## src/rtl/row_variance_boundary_finder_assert.svh

```systemverilog
// Assertion macros for the row variance boundary finder.
`ifndef ROW_VARIANCE_BOUNDARY_FINDER_ASSERT_SVH
`define ROW_VARIANCE_BOUNDARY_FINDER_ASSERT_SVH
`ifndef SYNTH
`define RVB_ASSERT_IMPL(label, clk, rst_n, ante, cons, msg) \
	label: assert property (@(posedge clk) disable iff (!rst_n) (ante) |-> (cons)) \
		else $error(msg);
`define RVB_ASSERT_NEXT(label, clk, rst_n, ante, cons, msg) \
	label: assert property (@(posedge clk) disable iff (!rst_n) (ante) |=> (cons)) \
		else $error(msg);
`else
`define RVB_ASSERT_IMPL(label, clk, rst_n, ante, cons, msg)
`define RVB_ASSERT_NEXT(label, clk, rst_n, ante, cons, msg)
`endif
`endif

```

## src/rtl/rvbf_pkg.sv

```systemverilog
package rvbf_pkg;
	localparam int unsigned MaxWidth  = 4096;
	localparam int unsigned MaxHeight = 4096;
	localparam int unsigned RowIdxW   = 13;
	localparam int unsigned CntW      = 13;
	localparam int unsigned SumW      = 20;
	localparam int unsigned SqW       = 28;
	localparam int unsigned VarW      = 14;
	localparam int unsigned PeakW     = 18;
	localparam int unsigned DivW      = 29;

	localparam logic [12:0] RESET_ROW_WIDTH = 13'd640;
	localparam logic [15:0] RESET_THRESHOLD = 16'd30;
	localparam logic signed [PeakW-1:0] NO_PEAK = -18'sd1000;
	localparam logic signed [RowIdxW-1:0] NO_ROW = -13'sd1;

	localparam logic REG_ROW_WIDTH = 1'b0;
	localparam logic REG_THRESHOLD = 1'b1;

	// controller -> datapath commands
	typedef struct packed {
		logic accum;      // add pixel into row sums
		logic close_row;  // latch sums of the closing row
		logic div_start;
		logic div_sel_var; // 0 mean, 1 variance
		logic mean_load;
		logic dev_load;
		logic var_load;   // shift variance, update peaks
		logic emit;
		logic clear;
	} rvbf_cmd_t;

	typedef struct packed {
		logic row_end;
		logic div_done;
		logic row_counts; // closing row is inside analyzed height
	} rvbf_sts_t;
endpackage

```

## src/rtl/rvbf_divider.sv

```systemverilog
module rvbf_divider (
	input  logic                       clk,
	input  logic                       arst_n,
	input  logic                       start,
	input  logic [rvbf_pkg::DivW-1:0]  dividend,
	input  logic [rvbf_pkg::CntW-1:0]  divisor,
	output logic                       done,
	output logic [rvbf_pkg::DivW-1:0]  quotient
);
	import rvbf_pkg::*;

	logic [DivW-1:0]   quo_q;
	logic [CntW:0]     rem_q;
	logic [CntW-1:0]   den_q;
	logic [4:0]        bit_q;
	logic              busy_q;
	logic [CntW:0]     trial;
	logic [CntW+1:0]   diff;

	assign trial = {rem_q[CntW-1:0], quo_q[DivW-1]};
	assign diff  = {1'b0, trial} - {2'b00, den_q};

	// restoring division, one quotient bit per cycle
	always_ff @(posedge clk or negedge arst_n) begin
		if (!arst_n) begin
			busy_q <= 1'b0;
			done   <= 1'b0;
			bit_q  <= '0;
		end else begin
			done <= 1'b0;
			if (start) begin
				busy_q <= 1'b1;
				bit_q  <= 5'(DivW - 1);
			end else if (busy_q) begin
				if (bit_q == '0) begin
					busy_q <= 1'b0;
					done   <= 1'b1;
				end
				bit_q <= bit_q - 5'd1;
			end
		end
	end

	always_ff @(posedge clk) begin
		if (start) begin
			quo_q <= dividend;
			rem_q <= '0;
			den_q <= divisor;
		end else if (busy_q) begin
			if (!diff[CntW+1]) begin
				rem_q <= diff[CntW:0];
				quo_q <= {quo_q[DivW-2:0], 1'b1};
			end else begin
				rem_q <= trial;
				quo_q <= {quo_q[DivW-2:0], 1'b0};
			end
		end
	end

	assign quotient = quo_q;
endmodule

```

## src/rtl/rvbf_datapath.sv

```systemverilog
`include "row_variance_boundary_finder_assert.svh"
module rvbf_datapath (
	input  logic                          clk,
	input  logic                          arst_n,
	input  rvbf_pkg::rvbf_cmd_t           cmd,
	output rvbf_pkg::rvbf_sts_t           sts,
	input  logic [7:0]                    first_channel,
	input  logic [7:0]                    second_channel,
	input  logic [7:0]                    third_channel,
	input  logic                          last_in_frame,
	input  logic [12:0]                   row_width_q,
	input  logic [15:0]                   threshold_q,
	output logic signed [12:0]            first_boundary,
	output logic signed [12:0]            second_boundary,
	output logic [1:0]                    peaks_found
);
	import rvbf_pkg::*;

	logic [CntW-1:0]  cnt_q, n_q, eff_w, cnt_nx;
	logic [SumW-1:0]  sum_q, s_q;
	logic [SqW-1:0]   sq_q, q_q;
	logic [RowIdxW-1:0] row_q;
	logic [9:0]       csum;
	logic [19:0]      y_mul;
	logic [7:0]       y;
	logic [15:0]      ysq;
	logic [DivW-1:0]  div_a, quo;
	logic             div_done;
	logic [7:0]       mean_q;
	logic [DivW-1:0]  dev_q;
	logic [VarW-1:0]  v_q [3];
	logic [1:0]       nvalid_q;
	logic signed [PeakW-1:0] best_v_q, sec_v_q, peak;
	logic signed [RowIdxW-1:0] best_r_q, sec_r_q, at;
	logic signed [VarW+3:0] p;
	logic [VarW-1:0]  var_new;
	logic [20:0]      nmm;
	logic [28:0]      ms2;

	assign csum = 10'(first_channel) + 10'(second_channel) + 10'(third_channel);
	// divide by 3 as a multiply by 683/2048, exact for sums up to 765
	assign y_mul = 20'(csum) * 20'd683;
	assign y    = y_mul[18:11];
	assign ysq  = 16'(y) * 16'(y);
	assign eff_w = (row_width_q == '0) ? 13'd1 :
		(row_width_q > 13'(MaxWidth)) ? 13'(MaxWidth) : row_width_q;
	assign cnt_nx = cnt_q + 13'd1;
	assign sts.row_end = (cnt_nx >= eff_w) || last_in_frame;
	assign sts.row_counts = (row_q < 13'(MaxHeight));
	assign sts.div_done = div_done;

	// row sums
	always_ff @(posedge clk or negedge arst_n) begin
		if (!arst_n) begin
			cnt_q <= '0;
			sum_q <= '0;
			sq_q  <= '0;
		end else if (cmd.clear) begin
			cnt_q <= '0;
			sum_q <= '0;
			sq_q  <= '0;
		end else if (cmd.accum) begin
			if (sts.row_end) begin
				cnt_q <= '0;
				sum_q <= '0;
				sq_q  <= '0;
			end else begin
				cnt_q <= cnt_nx;
				sum_q <= sum_q + 20'(y);
				sq_q  <= sq_q + 28'(ysq);
			end
		end
	end

	// closed row snapshot
	always_ff @(posedge clk) begin
		if (cmd.close_row) begin
			n_q <= cnt_nx;
			s_q <= sum_q + 20'(y);
			q_q <= sq_q + 28'(ysq);
		end
	end

	assign div_a = cmd.div_sel_var ? dev_q : 29'(s_q);
	rvbf_divider u_div (
		.clk(clk), .arst_n(arst_n), .start(cmd.div_start),
		.dividend(div_a), .divisor(n_q), .done(div_done), .quotient(quo)
	);

	// deviation sum: q + n*m*m - 2*m*s, each product registered
	always_ff @(posedge clk) begin
		if (cmd.mean_load) begin
			mean_q <= quo[7:0];
			nmm    <= 21'(n_q) * 21'(quo[7:0]);
			ms2    <= 29'(s_q) * 29'({quo[7:0], 1'b0});
		end
		if (cmd.dev_load)
			dev_q <= 29'(30'(q_q) + 30'(nmm) * 30'(mean_q) - 30'(ms2));
	end

	assign var_new = quo[VarW-1:0];
	assign p = 18'(v_q[0]) - 18'sd3 * 18'(v_q[1]) + 18'sd3 * 18'(v_q[2]) - 18'(var_new);
	assign peak = p[PeakW-1] ? -p : p;
	assign at = $signed(row_q) - 13'sd3;

	always_ff @(posedge clk or negedge arst_n) begin
		if (!arst_n) begin
			row_q    <= '0;
			nvalid_q <= '0;
			best_v_q <= NO_PEAK;
			sec_v_q  <= NO_PEAK;
			best_r_q <= NO_ROW;
			sec_r_q  <= NO_ROW;
			for (int i = 0; i < 3; i++) v_q[i] <= '0;
		end else if (cmd.clear) begin
			row_q    <= '0;
			nvalid_q <= '0;
			best_v_q <= NO_PEAK;
			sec_v_q  <= NO_PEAK;
			best_r_q <= NO_ROW;
			sec_r_q  <= NO_ROW;
			for (int i = 0; i < 3; i++) v_q[i] <= '0;
		end else if (cmd.var_load) begin
			if (nvalid_q == 2'd3 && peak > $signed({2'b00, threshold_q})) begin
				if (peak > best_v_q) begin
					sec_v_q  <= best_v_q;
					sec_r_q  <= best_r_q;
					best_v_q <= peak;
					best_r_q <= at;
				end else if (peak > sec_v_q) begin
					sec_v_q <= peak;
					sec_r_q <= at;
				end
			end
			v_q[0] <= v_q[1];
			v_q[1] <= v_q[2];
			v_q[2] <= var_new;
			if (nvalid_q != 2'd3) nvalid_q <= nvalid_q + 2'd1;
			row_q <= row_q + 13'd1;
		end
	end

	always_ff @(posedge clk) begin
		if (cmd.emit) begin
			if (best_r_q >= 0 && sec_r_q >= 0) begin
				first_boundary  <= (best_r_q < sec_r_q) ? best_r_q : sec_r_q;
				second_boundary <= (best_r_q < sec_r_q) ? sec_r_q : best_r_q;
				peaks_found     <= 2'd2;
			end else if (best_r_q >= 0) begin
				first_boundary  <= best_r_q;
				second_boundary <= NO_ROW;
				peaks_found     <= 2'd1;
			end else begin
				first_boundary  <= NO_ROW;
				second_boundary <= NO_ROW;
				peaks_found     <= 2'd0;
			end
		end
	end

	`RVB_ASSERT_IMPL(a_best_ge_second, clk, arst_n, 1'b1, best_v_q >= sec_v_q, "peak order broken")
	`RVB_ASSERT_NEXT(a_clear_rows, clk, arst_n, cmd.clear, row_q == '0, "row index not cleared")
	`RVB_ASSERT_IMPL(a_var_fits, clk, arst_n, cmd.var_load, quo[DivW-1:VarW] == '0, "variance overflow")
endmodule

```

## src/rtl/rvbf_ctrl.sv

```systemverilog
`include "row_variance_boundary_finder_assert.svh"
module rvbf_ctrl (
	input  logic                clk,
	input  logic                arst_n,
	input  logic                in_valid,
	output logic                in_stall,
	input  logic                last_in_frame,
	output logic                out_valid,
	input  logic                out_stall,
	input  rvbf_pkg::rvbf_sts_t sts,
	output rvbf_pkg::rvbf_cmd_t cmd
);
	import rvbf_pkg::*;

	localparam logic [2:0] S_IDLE = 3'd0, S_MEAN = 3'd1, S_PROD = 3'd2,
		S_DEV = 3'd3, S_VAR = 3'd4, S_EMIT = 3'd5, S_OUT = 3'd6, S_VSTART = 3'd7;

	logic [2:0] state_q, state_d;
	logic       last_q;
	logic       acc;

	assign in_stall = (state_q != S_IDLE);
	assign acc = in_valid && !in_stall;
	assign out_valid = (state_q == S_OUT);

	always_comb begin
		cmd = '0;
		state_d = state_q;
		case (state_q)
			S_IDLE: begin
				if (acc) begin
					cmd.accum = 1'b1;
					if (sts.row_end && sts.row_counts) begin
						cmd.close_row = 1'b1;
						state_d = S_MEAN;
					end else if (last_in_frame) begin
						state_d = S_EMIT;
					end
				end
			end
			S_MEAN: begin
				cmd.div_start = 1'b1;
				state_d = S_PROD;
			end
			S_PROD: begin
				if (sts.div_done) begin
					cmd.mean_load = 1'b1;
					state_d = S_DEV;
				end
			end
			S_DEV: begin
				cmd.dev_load = 1'b1;
				state_d = S_VSTART;
			end
			S_VSTART: begin
				cmd.div_start = 1'b1;
				cmd.div_sel_var = 1'b1;
				state_d = S_VAR;
			end
			S_VAR: begin
				cmd.div_sel_var = 1'b1;
				if (sts.div_done) begin
					cmd.var_load = 1'b1;
					state_d = last_q ? S_EMIT : S_IDLE;
				end
			end
			S_EMIT: begin
				cmd.emit = 1'b1;
				cmd.clear = 1'b1;
				state_d = S_OUT;
			end
			S_OUT: begin
				if (!out_stall) state_d = S_IDLE;
			end
			default: state_d = S_IDLE;
		endcase
	end

	always_ff @(posedge clk or negedge arst_n) begin
		if (!arst_n) begin
			state_q <= S_IDLE;
			last_q  <= 1'b0;
		end else begin
			state_q <= state_d;
			if (acc) last_q <= last_in_frame;
		end
	end

	`RVB_ASSERT_IMPL(a_no_accept_busy, clk, arst_n, state_q != S_IDLE, in_stall, "accept while busy")
	`RVB_ASSERT_NEXT(a_emit_out, clk, arst_n, cmd.emit, out_valid, "result lost")
	`RVB_ASSERT_IMPL(a_one_op, clk, arst_n, 1'b1, $onehot0({cmd.accum, cmd.var_load, cmd.emit}), "overlapping commands")
endmodule

```

## src/rtl/row_variance_boundary_finder.sv

```systemverilog
// Row variance boundary finder.
// Input channel: in_valid/in_stall carry one pixel (three 8-bit channels and
// last_in_frame) per transfer in raster order. Output channel:
// out_valid/out_stall carry one result per frame: the two strongest
// third-difference peak rows, ascending, -1 where absent, and the count.
// A pixel that does not end a row only adds into the row sums. A row-ending
// pixel inside the analyzed height runs the shared restoring divider twice,
// once for the mean and once for the variance, with a product stage, a
// deviation stage and a divider start state between.
// The frame's last pixel passes through an emit state before out_valid rises.
// Configuration: cfg_we writes row_width (index 0) or peak_threshold
// (index 1) from cfg_wdata at the clock edge; write only while idle.
// Reset (arst_n low) clears the row sums, variance history and peak ranking,
// sets row_width 640 and threshold 30. While the receiver stalls, the result
// holds on the output ports and no new pixel is accepted.
module row_variance_boundary_finder (
	input  logic               clk,
	input  logic               arst_n,
	input  logic               in_valid,
	output logic               in_stall,
	input  logic [7:0]         first_channel,
	input  logic [7:0]         second_channel,
	input  logic [7:0]         third_channel,
	input  logic               last_in_frame,
	output logic               out_valid,
	input  logic               out_stall,
	output logic signed [12:0] first_boundary,
	output logic signed [12:0] second_boundary,
	output logic [1:0]         peaks_found,
	input  logic               cfg_we,
	input  logic               cfg_index,
	input  logic [15:0]        cfg_wdata
);
	import rvbf_pkg::*;

	rvbf_cmd_t   cmd;
	rvbf_sts_t   sts;
	logic [12:0] row_width_q;
	logic [15:0] threshold_q;

	// configuration registers
	always_ff @(posedge clk or negedge arst_n) begin
		if (!arst_n) begin
			row_width_q <= RESET_ROW_WIDTH;
			threshold_q <= RESET_THRESHOLD;
		end else if (cfg_we) begin
			case (cfg_index)
				REG_ROW_WIDTH: row_width_q <= cfg_wdata[12:0];
				REG_THRESHOLD: threshold_q <= cfg_wdata;
				default: ;
			endcase
		end
	end

	rvbf_ctrl u_ctrl (
		.clk(clk), .arst_n(arst_n), .in_valid(in_valid), .in_stall(in_stall),
		.last_in_frame(last_in_frame), .out_valid(out_valid),
		.out_stall(out_stall), .sts(sts), .cmd(cmd)
	);

	rvbf_datapath u_dp (
		.clk(clk), .arst_n(arst_n), .cmd(cmd), .sts(sts),
		.first_channel(first_channel), .second_channel(second_channel),
		.third_channel(third_channel), .last_in_frame(last_in_frame),
		.row_width_q(row_width_q), .threshold_q(threshold_q),
		.first_boundary(first_boundary), .second_boundary(second_boundary),
		.peaks_found(peaks_found)
	);
endmodule

```

## config.mk

```make
export PLATFORM = sky130hd
export DESIGN_NAME = row_variance_boundary_finder
export DESIGN_NICKNAME = d
export VERILOG_FILES = /design/src/rtl/rvbf_pkg.sv /design/src/rtl/rvbf_divider.sv /design/src/rtl/rvbf_datapath.sv /design/src/rtl/rvbf_ctrl.sv /design/src/rtl/row_variance_boundary_finder.sv
export VERILOG_INCLUDE_DIRS = /design/src /design/src/rtl
export SDC_FILE = /design/constraint.sdc
export NUM_CORES = 2
export LEC_CHECK = 0
export BUFFER_PORTS_ARGS = -buffer_cell sky130_fd_sc_hd__buf_2
export CORE_UTILIZATION = 40
export CTS_BUF_LIST = sky130_fd_sc_hd__clkbuf_8
export DETAILED_ROUTE_END_ITERATION = 6
export HOLD_SLACK_MARGIN = 0.02
export PLACE_DENSITY = 0.64
export SLEW_MARGIN = 20
export SYNTH_ARGS = -nofsm -noshare
export SYNTH_HDL_FRONTEND = slang
export SYNTH_SLANG_ARGS = --single-unit
```

## constraint.sdc

```tcl
create_clock -name clk -period 9.97 [get_ports clk]
set_input_delay 1.994 -clock clk [delete_from_list [all_inputs] [get_ports clk]]
set_output_delay 1.994 -clock clk [all_outputs]
set_load 0.05 [all_outputs]
```

Yosys cells after proc, flatten, opt, wreduce, memory -nomap -nowiden. Index checks and enable logic that the tools add are counted.

Bits of input ports: 47. Output and inout port bits: 30. Bits in registers: 450. Word-level logic and storage cells: 177.

Bitwise operators: 1. Multiply operators: 7. Multiplexer cells: 73. $add $sub $neg: 16. $lt $le $gt $ge: 9. Reduce and logical (&&, ||, !) cells: 25. Equal/unequal tests: 14.

Operator list (number): $mux W13 (21); $mux W18 (10); $mux W29 (3); $mux W28 (3); $mux W42 (2); $mux W20 (3); $gt A18 B18 Y1 (2); $mul A2 B14 Y16 const A (2); $add A28 B29 Y29 (1); $mul A21 B8 Y29 (1); $sub A29 B29 Y29 (1); $add A28 B16 Y28 (1); $mul A20 B8 Y28 (1); $add A13 B1 Y13 const B (2); $ge A13 B1 Y1 const B (2); $pmux W3 S8 (1); $mul A13 B8 Y21 (1); $mux W3 (7); $add A20 B8 Y20 (1); $mul A10 B10 Y19 const B (1); $add A18 B16 Y18 (1); $gt A18 B17 Y1 (1); $neg A18 Y18 (1); $sub A18 B14 Y18 (1); 35 further kinds (75).

Depth between registers and ports, before layout.
Depth after elaboration: 12. Mapped depth: 49. Gate-level depth less buffers: 49.

Modules after synthesis. Synthesis repeated with hierarchy kept, for this count alone.

Cell total of the unflattened synthesis: 4286. Area, all modules: 43087.6 sq um.

By module, submodules not included: rvbf_datapath (times used 1, area each 38328.0 sq um, cells an instance 3910, seq. area each 9816.9 sq um); rvbf_divider (times used 1, area each 3229.3 sq um, cells an instance 268, seq. area each 1696.6 sq um); row_variance_boundary_finder (times used 1, area each 1144.8 sq um, cells an instance 62, seq. area each 733.2 sq um); rvbf_ctrl (times used 1, area each 385.4 sq um, cells an instance 46, seq. area each 100.1 sq um).

Least setup slack after synthesis. No wires, ideal clock.

Kind: input to register. Start: in first_channel[0]. End: reg u_dp.q_q[24] (data pin). Required time: 9712 ps. Cell stages on the path: 46. Setup time: 258 ps. Setup slack: -2714 ps. Arrival time: 12426 ps. Buffers on the path: 0. Cells stage by stage: ha_1 -> inv_1 -> fa_1 -> inv_1 -> ha_1 -> a21o_1 -> a21oi_1 -> nor2b_1 -> o21ai_0 -> a21boi_0 -> o21a_1 -> nor2_1 -> xnor2_1 -> ha_1 -> ha_1 -> inv_1 -> fa_1 -> inv_1 -> [10 not listed] -> nor2_1 -> inv_1 -> fa_1 -> inv_1 -> fa_1 -> fa_1 -> inv_1 -> fa_1 -> inv_1 -> ha_1 -> o21a_1 -> o31ai_1 -> a21o_1 -> o21ai_0 -> o21ai_0 -> o21ai_1 -> nand3_1 -> xnor2_1.

Cells in the longest elaborated chain, start to end: 5.

Ends and longest elaborated chain: from (decl) (line row_variance_boundary_finder.sv:21) `input logic [7:0] first_channel,`; $add A8 B8 Y9 (line rvbf_datapath.sv:40) `assign csum = 10'(first_channel) + 10'(second_channel) + 10'(third_channel);`; $add A10 B8 Y10 (line rvbf_datapath.sv:40); $mul A10 B10 Y19 (line rvbf_datapath.sv:42) `assign y_mul = 20'(csum) * 20'd683;`; $mul A8 B8 Y16 (line rvbf_datapath.sv:44) `assign ysq = 16'(y) * 16'(y);`; $add A28 B16 Y28 (line rvbf_datapath.sv:80) `q_q <= sq_q + 28'(ysq);`; to (signal assigned) (line rvbf_datapath.sv:80); to (decl) (line rvbf_datapath.sv:21) `logic [SqW-1:0] sq_q, q_q;`.

No other way between the ends. A chain may end at the register's enable or synchronous reset.

Worst setup path after layout. Ends and elaborated chain as after synthesis.

==> flow_metrics.py <==
metrics = {
    "timing": {
        "clock_skew_after_layout_ns": 0.0539,
        "final-setup-viol-count": 48,
        "final_min_period_over_clock_period_pct": 114,
        "tightest_slew_ns": 1.07,
        "rsz0062_at_grt": "true",
        "slew_headroom_pct": 28.6,
        "postLayoutSetupSlackWorst_ns": -1.40,
        "fin_crit_ns": 11.37,
        "timing.final.max_slew_violations": 0,
        "max_freq_mhz": 87.9,
        "hold_violations": 0,
    },
    "global_route": {
        "groute.usage.overall_pct": 19.5,
        "first_global_vias": 31800,
        "grt_start_max_net_pins": 108,
        "antenna_found_initial": 2,
        "grt_pass1_wl_um": 168000,
        "globalRouteOverflowTotal": 0,
    },
    "final_layout": {
        "layout-area-overhead-vs-synth_pct": 14.0,
        "final_common_cell": "inv_1",
        "design.final.nets": 5369,
        "seqCellArea_sq_um": 12300,
        "multi_input_area_sq_um": 27700,
        "final_cell_count_no_fill": 5925,
        "n_fill_cell": 9764,
        "final_design_area_no_fill_sq_um": 48100,
        "most-common-layout-cells": "647 x inv_1, 438 x nand2_1, 437 x fa_1",
        "layout.core_utilization_pct": 46.2,
        "share_of_final_layout_standard_cells_stronger_than_drive_strength_1_pct": 14.6,
    },
    "detailed_routing": {
        "wl_um": 101000,
        "dr.pass1.iters": 7,
        "routedWlPerCell_um": 17.1,
        "route.detailed.vias_per_inst": 5.17,
        "total_vias_in_the_final_route": 30700,
        "drt_iter0_markers": 1705,
        "detail_route.drc_violations": 0,
        "postRouteAntennaNets": 0,
    },
    "setup_path": {
        "kind_of_start_point_of_the_critical_path": "primary input",
        "r2r.worst_path.cells": 32,
        "timing_worst_setup_path_type": "primary input to flip-flop",
        "timing.critical_path.slowest_cell_delay_ns": 0.53,
        "worst_ep_required_time_ns": 10.43,
        "crit_path_frequent_cell": "fa_1",
        "critPathArrivalTime_ns": 11.84,
        "critical_path.endpoint_type": "flip-flop",
        "critical-path-slowest-cell": "fa_2",
        "timing.critical_path.fanout_max": 5,
    },
    "yosys": {
        "yosys-top-cells-area": "fa_1 21%, edfxtp_1 15%, ha_1 12%",
        "synth_top_family_by_area": "adder cells",
        "synth_enable_flop_cells": 217,
        "netlist_instances": 4263,
        "prevailing_post_synth_register_cell": "edfxtp_1",
        "yosys_warnings": 0,
        "syn_area_sq_um": 42200,
        "synth_sequential_area_ratio_pct": 29.3,
        "muxShareOfSynthArea_pct": 1.76,
        "synth_compound_area_share_pct": 11.4,
        "synth_fp_nets": 5153,
        "synth_seq_cells": 450,
        "synth_fa_ha_area_share_pct": 32.9,
        "ys_types": 79,
        "synthDominantCellAreaShare_pct": 21.0,
        "synth_area_per_cell_sq_um": 9.89,
        "yosys.area_share.simple_pct": 13.0,
        "fraction_of_registers_with_async_set_or_reset_after_synthesis_pct": 48.9,
        "post-synth-top-area-cell": "fa_1",
        "area_share_of_xor_xnor_cells_in_the_synthesized_design_pct": 4.49,
    },
    "floorplanning": {
        "design.die.area_sq_um": 107000,
        "start_util_pct": 40.5,
        "rows": 118,
        "io_pins": 77,
        "die-width_um": 327,
        "core_area_sq_um": 104000,
        "chipHeight_um": 327,
    },
    "clock_network": {
        "cts_made_buffers": 79,
        "cts.htree.levels": 3,
        "cts.path.max_buffers": 3,
        "insertion_delay_ns": 0.74,
        "ctsRootBufferMaster": "clkbuf_8",
        "postCtsHoldBufs": 0,
        "cts_tree": "yes",
        "cts.sinks": 450,
        "clock_slew_seen_by_the_registers_of_the_worst_setup_and_hold_paths_ns": 0.06,
    },
    "place": {
        "place_area_sq_um": 45300,
        "dp_worst_setup_slack_ns": -2.39,
        "place_congestion": 0.838,
        "detailed_placement_hpwl_um": 77100,
        "dpl.cell_count": 5743,
        "port-buffer-count": 76,
    },
    "job": {
        "drv_cap": 0,
    },
    "outcome": {
        "status": "finished, violations left",
        "violations": "setup timing",
    },
    "hold_path": {
        "min_delay_path_depth": 2,
        "hp-class": "flip-flop to flip-flop",
    },
}
-- per-layer routing --
layer | part of all wire, % | global-route usage (%) | vias to the layer above | wire length [um]
li1 | - | - | 14600 | -
met1 | 45 | 26.5 | 15400 | 45900
met2 | 48 | 32.8 | 538 | 49100
met3 | 3.8 | 2.32 | 146 | 3860
met4 | 2.3 | 5.52 | 0 | 2380
met5 | 0 | 0 | - | 0
-- worst paths after layout --
path                                       start           endpoint  slack [ns]
worst min-delay path                u_dp.v_q[17]       u_dp.v_q[17]        0.48
min in group asynchronous                 arst_n       u_dp.v_q[29]        1.37
worst min register to register      u_dp.v_q[17]       u_dp.v_q[17]        0.48
max in group asynchronous                 arst_n      u_dp.cnt_q[3]        7.17
worst max register to register      u_dp.v_q[16]  u_dp.best_r_q[12]        1.21
worst max-delay path            first_channel[0]       u_dp.q_q[24]       -1.40
-- metrics by stage --
stage               hold WS [ns]  TNS, ns
detailed placement         0.470  -107.09
global placement           0.462   -98.42
finish                     0.482   -50.48
floorplan                  0.424   -74.41
CTS                        0.484   -49.40
global route               0.503   -69.24
-- area by class of cell --
class                      count  share of cell area [%]
sequential                   450                    25.7
multi-input combinational   3014                    57.6
clock inverter                57                    1.06
inverter                     642                    5.02
clock buffer                  88                    2.52
tap                         1380                    3.59
timing repair buffer         292                    4.50
antenna                        2                  0.0104
-- state kept, by name, summed over array words and instances, names as in the netlist, 18 cells and up --
name	count
u_dp.best_v_q	18
u_dp.nmm	21
u_dp.ms2	28
u_dp.q_q	28
u_dp.sec_v_q	18
u_dp.sum_q	20
u_dp.u_div.quotient	29
u_dp.v_q	42
u_dp.s_q	20
u_dp.sq_q	28
u_dp.dev_q	29
-- cell usage after synthesis (129+ instances only) --
master / n
a21oi_1: 154
and2_1: 213
clkbuf_1: 129
dfrtp_1: 168
edfxtp_1: 217
fa_1: 442
ha_1: 401
inv_1: 641
nand2_1: 449
nor2_1: 183
o21ai_0: 189
xnor2_1: 143
-- critical path, delay by kind of cell --
kind / cells / cell delay, ns
AO/OA/AOI/OAI: 16 / 2.72
XOR/XNOR: 3 / 0.61
buffers and inverters: 9 / 0.59
AND/OR/NAND/NOR: 6 / 0.76
adder cells (fa/ha/maj): 14 / 5.17
-- kinds of logic after synthesis --
family                     Yosys count
AOI/OAI and AO/OA                  742
buffers and inverters              799
xor gates and xnor gates           216
DFF                                450
muxes                               70
and+or+nand+nor                   1143
adders and majority gates          843
-- repair_timing --
item	in CTS	in global routing
setup endpoints to repair	48	61
gates cloned	0	2
pin swaps	49	69
resized for setup	73	94
setup buffers	19	19
Power is not shown: default switching activity piles up to over one toggle a cycle in this logic, so the estimate is an artifact.
